### config.mk
export PLATFORM = sky130hd
export DESIGN_NAME = elevator_request_scheduler_core
export DESIGN_NICKNAME = d
export VERILOG_FILES = /design/src/hdl/ers_pkg.sv /design/src/hdl/ers_ram.sv /design/src/hdl/elevator_request_scheduler_core.sv
export SDC_FILE = /design/constraint.sdc
export NUM_CORES = 1
export LEC_CHECK = 0
export CELL_PAD_IN_SITES_DETAIL_PLACEMENT = 0
export CELL_PAD_IN_SITES_GLOBAL_PLACEMENT = 1
export CORE_MARGIN = 2
export CORE_UTILIZATION = 35
export DETAILED_ROUTE_END_ITERATION = 8
export DONT_BUFFER_PORTS = 1
export GPL_TIMING_DRIVEN = 1
export PLACE_DENSITY_LB_ADDON = 0.3
export SLEW_MARGIN = 5
export SYNTH_ARGS = -nofsm -noshare
export SYNTH_HDL_FRONTEND = slang
export SYNTH_HIERARCHICAL = 1
export SYNTH_SLANG_ARGS = --single-unit
### constraint.sdc
create_clock -name clk -period 21.1 [get_ports clk]
set_input_delay 3.165 -clock clk [delete_from_list [all_inputs] [get_ports clk]]
set_output_delay 3.165 -clock clk [all_outputs]
set_load 0.005 [all_outputs]
### src/hdl/ers_pkg.sv
// Shared types and constants for the elevator request scheduler.
`timescale 1ns / 1ps
`default_nettype none
package ers_pkg;

	localparam int NUM_FLOORS_DEF   = 64;
	localparam int PENDING_BITS_DEF = 4;

	localparam int FLOOR_W = 6;
	localparam int LOAD_W  = 16;
	localparam int ACT_W   = 3;
	localparam int MOVE_W  = 2;
	localparam int IDX_W   = 2;
	// shared adder: 16-bit load plus a carry bit
	localparam int ALU_W   = LOAD_W + 1;

	localparam logic [ACT_W-1:0] ACT_PUSH    = 3'd0;
	localparam logic [ACT_W-1:0] ACT_PROCESS = 3'd1;
	localparam logic [ACT_W-1:0] ACT_SECURE  = 3'd2;
	localparam logic [ACT_W-1:0] ACT_EMERG   = 3'd3;
	localparam logic [ACT_W-1:0] ACT_CLEAR   = 3'd4;
	localparam logic [ACT_W-1:0] ACT_ENTER   = 3'd5;
	localparam logic [ACT_W-1:0] ACT_EXIT    = 3'd6;

	localparam logic [MOVE_W-1:0] MOVE_IDLE = 2'd0;
	localparam logic [MOVE_W-1:0] MOVE_UP   = 2'd1;
	localparam logic [MOVE_W-1:0] MOVE_DOWN = 2'd2;

	localparam logic [IDX_W-1:0] REG_BOTTOM = 2'd0;
	localparam logic [IDX_W-1:0] REG_TOP    = 2'd1;
	localparam logic [IDX_W-1:0] REG_LIMIT  = 2'd2;

	localparam logic [FLOOR_W-1:0] BOTTOM_RST = 6'd0;
	localparam logic [FLOOR_W-1:0] TOP_RST    = 6'd63;
	localparam logic [LOAD_W-1:0]  LIMIT_RST  = 16'd1000;

	typedef struct packed {
		logic [ACT_W-1:0]   action;
		logic [FLOOR_W-1:0] floor;
		logic               secure_value;
		logic [LOAD_W-1:0]  load_amount;
	} ers_in_t;

	typedef struct packed {
		logic               accepted;
		logic [FLOOR_W-1:0] current_floor;
		logic [MOVE_W-1:0]  move_state;
		logic               emergency_active;
		logic [LOAD_W-1:0]  car_load;
	} ers_out_t;

	typedef enum logic [2:0] {
		ST_IDLE,
		ST_EXEC,
		ST_PUSH_WR,
		ST_LOAD_CHK,
		ST_SCAN_UP,
		ST_SCAN_DN,
		ST_SERVE
	} ers_state_t;

endpackage
`default_nettype wire

### src/hdl/ers_ram.sv
// Generic single-write, single-read RAM with registered read data.
`timescale 1ns / 1ps
`default_nettype none
module ers_ram #(
	parameter int WIDTH = 4,
	parameter int DEPTH = 64,
	localparam int AW = $clog2(DEPTH)
) (
	input  wire logic             clk,
	input  wire logic             we,
	input  wire logic [AW-1:0]    waddr,
	input  wire logic [WIDTH-1:0] wdata,
	input  wire logic [AW-1:0]    raddr,
	output logic      [WIDTH-1:0] rdata
);

	logic [WIDTH-1:0] mem [DEPTH];

	always_ff @(posedge clk) begin
		if (we) begin
			mem[waddr] <= wdata;
		end
		rdata <= mem[raddr];
	end

endmodule
`default_nettype wire

### src/hdl/elevator_request_scheduler_core.sv
// Top level of the single-car elevator request scheduler.
// A word is taken when start is high and busy is low; its result appears for one cycle
// with done high, one cycle after the work finishes, and must be taken then.
// Push passes through EXEC and, for a floor in range, PUSH_WR; set secure, emergency,
// clear and exit finish in EXEC, and enter passes through EXEC and LOAD_CHK.
// A process step walks the up count RAM from floor 0 upward, one floor per cycle,
// until it finds an up request, and otherwise walks the down count RAM from the top
// floor downward; a process step during an emergency and an unused action code
// finish in EXEC. Stored counts and secure flags are qualified by per-floor valid
// bits, so no clearing pass is needed after reset.
`timescale 1ns / 1ps
`default_nettype none
module elevator_request_scheduler_core #(
	parameter int NUM_FLOORS   = ers_pkg::NUM_FLOORS_DEF,
	parameter int PENDING_BITS = ers_pkg::PENDING_BITS_DEF
) (
	input  wire logic                        clk,
	input  wire logic                        arst_n,
	input  wire logic                        start,
	output logic                             busy,
	input  wire ers_pkg::ers_in_t            cmd,
	output logic                             done,
	output ers_pkg::ers_out_t                result,
	input  wire logic                        wr_en,
	input  wire logic [ers_pkg::IDX_W-1:0]   wr_index,
	input  wire logic [ers_pkg::LOAD_W-1:0]  wr_data
);

	import ers_pkg::*;

	localparam int FLW = $clog2(NUM_FLOORS);
	localparam logic [FLW-1:0] LAST_FLOOR = FLW'(NUM_FLOORS - 1);
	localparam logic [PENDING_BITS-1:0] PMAX = '1;

	ers_state_t state_q, state_d;

	ers_in_t item_q;
	logic [FLOOR_W-1:0] bottom_q, top_q, car_floor_q;
	logic [LOAD_W-1:0]  limit_q, load_q;
	logic [MOVE_W-1:0]  motion_q;
	logic               emerg_q, ok_q, done_q;
	logic [ALU_W-1:0]   sum_q;
	logic               push_up_q;
	logic [FLW-1:0]     scan_cnt_q;
	logic               iss_q;
	logic               ev_vld_s1;
	logic [FLW-1:0]     rd_idx_s1;
	logic [FLW-1:0]     hit_idx_q;
	logic [PENDING_BITS-1:0] hit_cnt_q;
	logic               hit_up_q;
	logic [NUM_FLOORS-1:0] up_vld_q, dn_vld_q, sec_vld_q;

	// RAM ports
	logic [FLW-1:0]          rd_addr, wr_addr;
	logic [PENDING_BITS-1:0] cnt_wdata, up_rdata, dn_rdata;
	logic                    up_we, dn_we, sec_we, sec_rdata;

	// shared adder / subtractor
	logic [ALU_W-1:0] alu_a, alu_b;
	logic             alu_sub;
	logic [ALU_W:0]   alu_res;

	logic                    acc, in_rng, issue, fin;
	logic [FLW-1:0]          item_idx;
	logic [PENDING_BITS-1:0] up_cnt, dn_cnt, cnt_sel;
	logic                    sec_now, up_hit, dn_hit, ev_last_up, ev_last_dn;

	ers_ram #(.WIDTH(PENDING_BITS), .DEPTH(NUM_FLOORS)) u_up_ram (
		.clk(clk), .we(up_we), .waddr(wr_addr), .wdata(cnt_wdata),
		.raddr(rd_addr), .rdata(up_rdata)
	);

	ers_ram #(.WIDTH(PENDING_BITS), .DEPTH(NUM_FLOORS)) u_dn_ram (
		.clk(clk), .we(dn_we), .waddr(wr_addr), .wdata(cnt_wdata),
		.raddr(rd_addr), .rdata(dn_rdata)
	);

	ers_ram #(.WIDTH(1), .DEPTH(NUM_FLOORS)) u_sec_ram (
		.clk(clk), .we(sec_we), .waddr(wr_addr), .wdata(item_q.secure_value),
		.raddr(rd_addr), .rdata(sec_rdata)
	);

	assign acc      = start && !busy;
	assign busy     = (state_q != ST_IDLE);
	assign item_idx = FLW'(item_q.floor);
	assign in_rng   = (item_q.floor >= bottom_q) && (item_q.floor <= top_q) &&
	                  (32'(item_q.floor) < 32'(NUM_FLOORS));

	assign alu_res = alu_sub ? ({1'b0, alu_a} - {1'b0, alu_b})
	                         : ({1'b0, alu_a} + {1'b0, alu_b});

	// RAM output belongs to the floor addressed in the previous cycle
	assign up_cnt  = up_vld_q[rd_idx_s1] ? up_rdata : '0;
	assign dn_cnt  = dn_vld_q[rd_idx_s1] ? dn_rdata : '0;
	assign sec_now = sec_vld_q[rd_idx_s1] && sec_rdata;
	assign cnt_sel = push_up_q ? up_cnt : dn_cnt;

	assign up_hit     = ev_vld_s1 && (up_cnt != '0) && !sec_now;
	assign dn_hit     = ev_vld_s1 && (dn_cnt != '0) && !sec_now;
	assign ev_last_up = ev_vld_s1 && (rd_idx_s1 == LAST_FLOOR);
	assign ev_last_dn = ev_vld_s1 && (rd_idx_s1 == '0);

	always_comb begin
		state_d = state_q;
		case (state_q)
			ST_IDLE: begin
				if (acc) state_d = ST_EXEC;
			end
			ST_EXEC: begin
				case (item_q.action)
					ACT_PUSH:    state_d = in_rng ? ST_PUSH_WR : ST_IDLE;
					ACT_PROCESS: state_d = emerg_q ? ST_IDLE : ST_SCAN_UP;
					ACT_ENTER:   state_d = ST_LOAD_CHK;
					default:     state_d = ST_IDLE;
				endcase
			end
			ST_PUSH_WR:  state_d = ST_IDLE;
			ST_LOAD_CHK: state_d = ST_IDLE;
			ST_SCAN_UP: begin
				if (up_hit) state_d = ST_SERVE;
				else if (ev_last_up) state_d = ST_SCAN_DN;
			end
			ST_SCAN_DN: begin
				if (dn_hit) state_d = ST_SERVE;
				else if (ev_last_dn) state_d = ST_IDLE;
			end
			ST_SERVE: state_d = ST_IDLE;
			default:  state_d = ST_IDLE;
		endcase
	end

	always_comb begin
		rd_addr   = '0;
		wr_addr   = item_idx;
		cnt_wdata = '0;
		up_we     = 1'b0;
		dn_we     = 1'b0;
		sec_we    = 1'b0;
		alu_a     = '0;
		alu_b     = '0;
		alu_sub   = 1'b0;
		issue     = 1'b0;
		case (state_q)
			ST_EXEC: begin
				rd_addr = item_idx;
				sec_we  = (item_q.action == ACT_SECURE) && in_rng;
				alu_a   = ALU_W'(load_q);
				alu_b   = ALU_W'(item_q.load_amount);
				alu_sub = (item_q.action == ACT_EXIT);
			end
			ST_PUSH_WR: begin
				wr_addr   = rd_idx_s1;
				alu_a     = ALU_W'(cnt_sel);
				alu_b     = ALU_W'(1);
				cnt_wdata = (cnt_sel == PMAX) ? cnt_sel : alu_res[PENDING_BITS-1:0];
				up_we     = push_up_q;
				dn_we     = !push_up_q;
			end
			ST_LOAD_CHK: begin
				alu_a   = ALU_W'(limit_q);
				alu_b   = sum_q;
				alu_sub = 1'b1;
			end
			ST_SCAN_UP, ST_SCAN_DN: begin
				rd_addr = scan_cnt_q;
				issue   = iss_q;
			end
			ST_SERVE: begin
				wr_addr   = hit_idx_q;
				alu_a     = ALU_W'(hit_cnt_q);
				alu_b     = ALU_W'(1);
				alu_sub   = 1'b1;
				cnt_wdata = alu_res[PENDING_BITS-1:0];
				up_we     = hit_up_q;
				dn_we     = !hit_up_q;
			end
			default: ;
		endcase
	end

	assign fin = (state_q != ST_IDLE) && (state_d == ST_IDLE);

	// control and architectural state
	always_ff @(posedge clk or negedge arst_n) begin
		if (!arst_n) begin
			state_q     <= ST_IDLE;
			bottom_q    <= BOTTOM_RST;
			top_q       <= TOP_RST;
			limit_q     <= LIMIT_RST;
			car_floor_q <= BOTTOM_RST;
			motion_q    <= MOVE_IDLE;
			emerg_q     <= 1'b0;
			load_q      <= '0;
			ok_q        <= 1'b0;
			done_q      <= 1'b0;
			scan_cnt_q  <= '0;
			iss_q       <= 1'b0;
			ev_vld_s1   <= 1'b0;
			up_vld_q    <= '0;
			dn_vld_q    <= '0;
			sec_vld_q   <= '0;
		end else begin
			state_q   <= state_d;
			done_q    <= fin;
			ev_vld_s1 <= issue && (state_d == state_q);

			if (wr_en) begin
				case (wr_index)
					REG_BOTTOM: bottom_q <= wr_data[FLOOR_W-1:0];
					REG_TOP:    top_q    <= wr_data[FLOOR_W-1:0];
					REG_LIMIT:  limit_q  <= wr_data;
					default: ;
				endcase
			end

			case (state_q)
				ST_EXEC: begin
					case (item_q.action)
						ACT_PUSH: ok_q <= 1'b0;
						ACT_PROCESS: begin
							ok_q       <= 1'b0;
							scan_cnt_q <= '0;
							iss_q      <= !emerg_q;
						end
						ACT_SECURE: begin
							ok_q <= in_rng;
							if (in_rng) sec_vld_q[item_idx] <= 1'b1;
						end
						ACT_EMERG: begin
							emerg_q <= 1'b1;
							ok_q    <= 1'b1;
						end
						ACT_CLEAR: begin
							emerg_q <= 1'b0;
							ok_q    <= 1'b1;
						end
						ACT_EXIT: begin
							// borrow means more leaving than aboard
							ok_q <= !alu_res[ALU_W];
							if (!alu_res[ALU_W]) load_q <= alu_res[LOAD_W-1:0];
						end
						default: ok_q <= 1'b0;
					endcase
				end
				ST_PUSH_WR: begin
					ok_q <= 1'b1;
					if (push_up_q) up_vld_q[rd_idx_s1] <= 1'b1;
					else dn_vld_q[rd_idx_s1] <= 1'b1;
				end
				ST_LOAD_CHK: begin
					ok_q <= !alu_res[ALU_W];
					if (!alu_res[ALU_W]) load_q <= sum_q[LOAD_W-1:0];
				end
				ST_SCAN_UP: begin
					if (issue) begin
						scan_cnt_q <= scan_cnt_q + 1'b1;
						if (scan_cnt_q == LAST_FLOOR) iss_q <= 1'b0;
					end
					if (up_hit) begin
						iss_q <= 1'b0;
					end else if (ev_last_up) begin
						scan_cnt_q <= LAST_FLOOR;
						iss_q      <= 1'b1;
					end
				end
				ST_SCAN_DN: begin
					if (issue) begin
						scan_cnt_q <= scan_cnt_q - 1'b1;
						if (scan_cnt_q == '0) iss_q <= 1'b0;
					end
					if (dn_hit) begin
						iss_q <= 1'b0;
					end else if (ev_last_dn) begin
						motion_q <= MOVE_IDLE;
						ok_q     <= 1'b0;
					end
				end
				ST_SERVE: begin
					ok_q        <= 1'b1;
					car_floor_q <= FLOOR_W'(hit_idx_q);
					motion_q    <= hit_up_q ? MOVE_UP : MOVE_DOWN;
					// drop the secured requests skipped on the way
					for (int j = 0; j < NUM_FLOORS; j++) begin
						if (hit_up_q && (FLW'(j) < hit_idx_q)) up_vld_q[j] <= 1'b0;
						if (!hit_up_q && (FLW'(j) > hit_idx_q)) dn_vld_q[j] <= 1'b0;
					end
				end
				default: ;
			endcase
		end
	end

	// payload registers
	always_ff @(posedge clk) begin
		if (acc) item_q <= cmd;
		rd_idx_s1 <= rd_addr;
		if (state_q == ST_EXEC) begin
			sum_q     <= alu_res[ALU_W-1:0];
			push_up_q <= (item_q.floor > car_floor_q);
		end
		if ((state_q == ST_SCAN_UP) && up_hit) begin
			hit_idx_q <= rd_idx_s1;
			hit_cnt_q <= up_cnt;
			hit_up_q  <= 1'b1;
		end
		if ((state_q == ST_SCAN_DN) && dn_hit) begin
			hit_idx_q <= rd_idx_s1;
			hit_cnt_q <= dn_cnt;
			hit_up_q  <= 1'b0;
		end
	end

	assign done   = done_q;
	assign result = '{
		accepted:         ok_q,
		current_floor:    car_floor_q,
		move_state:       motion_q,
		emergency_active: emerg_q,
		car_load:         load_q
	};

endmodule
`default_nettype wire

==> impl_metrics.py <==
metrics = {
    "pwr": {
        "clkPwrFrac": 0.319,
        "switching_power_w": 0.00181,
        "seq_power_share": 0.397,
        "p_per_area_nw_per_um2": 119,
        "power.switching_fraction": 0.334,
        "peakVddDrop_mv": 0.106,
        "power_leakage_nw": 16.4,
        "pwr-share-comb": 0.284,
        "power_w": 0.00542,
        "p_int_w": 0.00361,
    },
    "yosys": {
        "synth-async-reset-ratio": 0.285,
        "ys_seq_area_frac": 0.629,
        "syn_avg_cell_area_sq_um": 13.5,
        "ys.flop_type": "edfxtp_1",
        "yosysTopAreaCell": "edfxtp_1",
        "synth_fp_nets": 3120,
        "syn-instance-count": 3034,
        "synth_edf_count": 630,
        "yosys-top-cells-area": "edfxtp_1, dfrtp_1, mux4_2",
        "synth_top_area_share": 0.463,
        "yosysWarningCount": 6,
        "syn_area_sq_um": 40900,
        "yosysUniqueCellTypes": 95,
        "ys_ff_latch": 904,
    },
    "cells_and_area": {
        "fillers": 10900,
        "nets": 3099,
        "ff_latch_area_sq_um": 25700,
        "drive_above_1_share": 0.144,
        "area_delta_synth_final_pct": 11.7,
        "multi_input_area_sq_um": 14100,
        "final_common_cell": "edfxtp_1",
        "final_cell_mix": "edfxtp_1, nor2_1, dfrtp_1, a21oi_1, nand2_1",
    },
    "detailed_routing": {
        "via_per_inst": 5.76,
        "vias": 26600,
        "wl_per_cell_um": 25.5,
        "routed_wl_um": 118000,
        "drt_iter0_drc": 2539,
        "first_pass_iters": 8,
        "ant_nets": 0,
        "drc": 0,
    },
    "sta": {
        "fin_crit_ns": 7.05,
        "rsz0062_at_grt": "false",
        "finalSetupViolCount": 0,
        "whs_ns": 0.452,
        "slew_violations": 0,
        "worst_pin_slew_ns": 1.17,
        "skew_ns": 0.0472,
        "slew_headroom": 0.209,
        "hold_violations": 0,
        "finalSetupTns_ns": 0,
        "setup_ws_ns": 14.05,
        "min_period_over_period": 0.334,
        "max_clock_freq_ghz": 0.142,
    },
    "min_path": {
        "hold_class": "reg -> reg",
        "worstHoldStart": "dn_vld_q[0]",
    },
    "die": {
        "die_area_sq_um": 120000,
        "io_pins": 76,
        "die_y_um": 346,
        "coreArea_sq_um": 116000,
        "dieWidth_um": 346,
        "rows": 125,
        "start_util": 0.352,
    },
    "worst_setup_path": {
        "worstSetupStartpoint": "rd_idx_s1[2]",
        "path_max_fanout": 39,
        "critPathRequiredTime_ns": 21.67,
        "crit_path_end_kind": "register",
        "cp-start-kind": "register",
        "timing.rr.start": "rd_idx_s1[2]",
        "worstPathArrival_ns": 7.61,
        "crit_type": "reg -> reg",
    },
    "place": {
        "port_buffers": 0,
        "pre_cts_slack_ns": 14.15,
        "gp_congestion": 0.931,
        "hpwl_um": 75700,
    },
    "grt": {
        "grt_pass1_vias": 26800,
        "grt_pass1_wl_um": 176000,
        "grtUsageTotal": 0.193,
        "antenna_found_initial": 2,
        "grt_max_degree": 259,
        "grt_overflow": 0,
    },
    "outcome": {
        "outcome": "finished, final reports clean",
    },
    "clock_network": {
        "cts_resized": 0,
        "cts-root-buf": "clkbuf_16",
        "cts_buffer_depth": 3,
        "insertion_delay_ns": 0.71,
        "cts_tree": "built",
        "clock_sinks": 904,
        "numCtsBuffers": 99,
        "cts_hold_buffers": 0,
        "cts_max_level": 3,
        "clkSlewWorstSetupHoldPaths_ns": 0.06,
        "post_cts_buffers": 0,
    },
    "job": {
        "drv_cap": 0,
    },
}
through the flow:
stage | util | cells | instance area, sq um
6_report | 0.393 | 4623 | 45700
5_1_grt | 0.393 | 4621 | 45700
4_1_cts | 0.393 | 4620 | 45700
3_5_place_dp | 0.366 | 4436 | 42400
3_3_place_gp | 0.366 | 4436 | 42400
2_1_floorplan | - | 3034 | 40900
power by group through the flow:
| stage | sequential [W] | combinational, W | clock, W |
|---|---|---|---|
| floorplan | 0.00212 | 0.00115 | 0 |
| global placement | 0.00218 | 0.00152 | 0 |
| detailed placement | 0.00218 | 0.00153 | 0 |
| CTS | 0.00215 | 0.00154 | 0.00177 |
| global route | 0.00216 | 0.00166 | 0.00184 |
| finish | 0.00215 | 0.00154 | 0.00173 |
layer usage:
layer / track usage / vias to the layer above / share of wire
met1: 0.268 / 13700 / 0.43
met5: 0 / - / 0.00011
li1: - / 11500 / -
met3: 0.0332 / 264 / 0.068
met4: 0.0769 / 2 / 0.039
met2: 0.301 / 1116 / 0.46
kinds of logic (layout without fill, tap and decap cells):
| family | count (synthesis) | after routing | synth area share |
|---|---|---|---|
| flops | 904 | 904 | 0.629 |
| simple gates | 853 | 853 | 0.0963 |
| compound gates | 668 | 668 | 0.102 |
| mux | 301 | 301 | 0.126 |
| buf+inv | 238 | 300 | 0.0283 |
| fa+ha+maj | 38 | 38 | 0.0118 |
| xor+xnor | 32 | 32 | 0.00686 |
| other cells | 0 | 3 | 0 |
cell usage after synthesis, types with 17 or more instances:
master / n
nor2b_1: 33
ha_1: 37
nand2_1: 188
xnor2_1: 17
o21ai_0: 121
mux4_1: 27
a22oi_1: 19
a31oi_1: 52
nand2b_1: 32
edfxtp_1: 630
o221ai_1: 20
nand3_1: 61
mux2_2: 37
dfrtp_1: 246
buf_2: 23
nor3_1: 34
nor2_1: 378
mux4_2: 130
a21oi_1: 250
o22ai_1: 22
nand3b_1: 19
mux2i_1: 105
inv_1: 55
o21bai_1: 61
clkbuf_1: 112
sequential cells by signal (all words and copies together) (netlist names), 3 cells and up:
register        count
bottom_q            6
car_floor_q         6
dn_vld_q           64
hit_cnt_q           4
hit_idx_q           6
item_idx            6
item_q             20
limit_q            16
load_q             16
rd_idx_s1           6
scan_cnt_q          6
sec_vld_q          64
state_q             3
sum_q              17
top_q               6
u_dn_ram/mem      256
u_dn_ram/rdata      4
u_sec_ram/mem      64
u_up_ram/mem      256
u_up_ram/rdata      4
up_vld_q           64
cell type report:
| type | count | share of cell area |
|---|---|---|
| repair buffers | 58 | 0.00981 |
| clock inverters | 51 | 0.0121 |
| diodes | 3 | 0.000164 |
| well taps | 1524 | 0.0418 |
| flip-flops and latches | 904 | 0.563 |
| inverters | 58 | 0.00477 |
| clock buffers | 133 | 0.0586 |
| multi-input cells | 1892 | 0.310 |
worst paths after layout:
path | to | slack (ns) | depth (start not counted)
setup / recovery | load_q[14] | 14.05 | 18
hold / removal | dn_vld_q[0] | 0.45 | 1
setup reg to reg | load_q[14] | 14.05 | 18
hold reg to reg | dn_vld_q[0] | 0.45 | 1
max in group asynchronous | up_vld_q[9] | 18.11 | 0
min in group asynchronous | limit_q[11] | 2.18 | 0
critical path, cell delays in order, from the launching register on:
cell,delay (ns)
dfxtp_2,0.68
buf_4,0.53
inv_1,0.46
a221oi_1,0.42
o21ai_0,0.14
a22o_1,0.25
or4_4,0.50
nand2_1,0.13
o22ai_1,0.11
a221o_1,0.33
ha_1,0.28
nor2b_1,0.16
o2111ai_1,0.18
a31oi_1,0.27
o21ai_0,0.22
o211a_1,0.28
a2111oi_0,0.63
nand2_1,0.77
mux2_2,0.51
(Power assumes the default switching activity.)
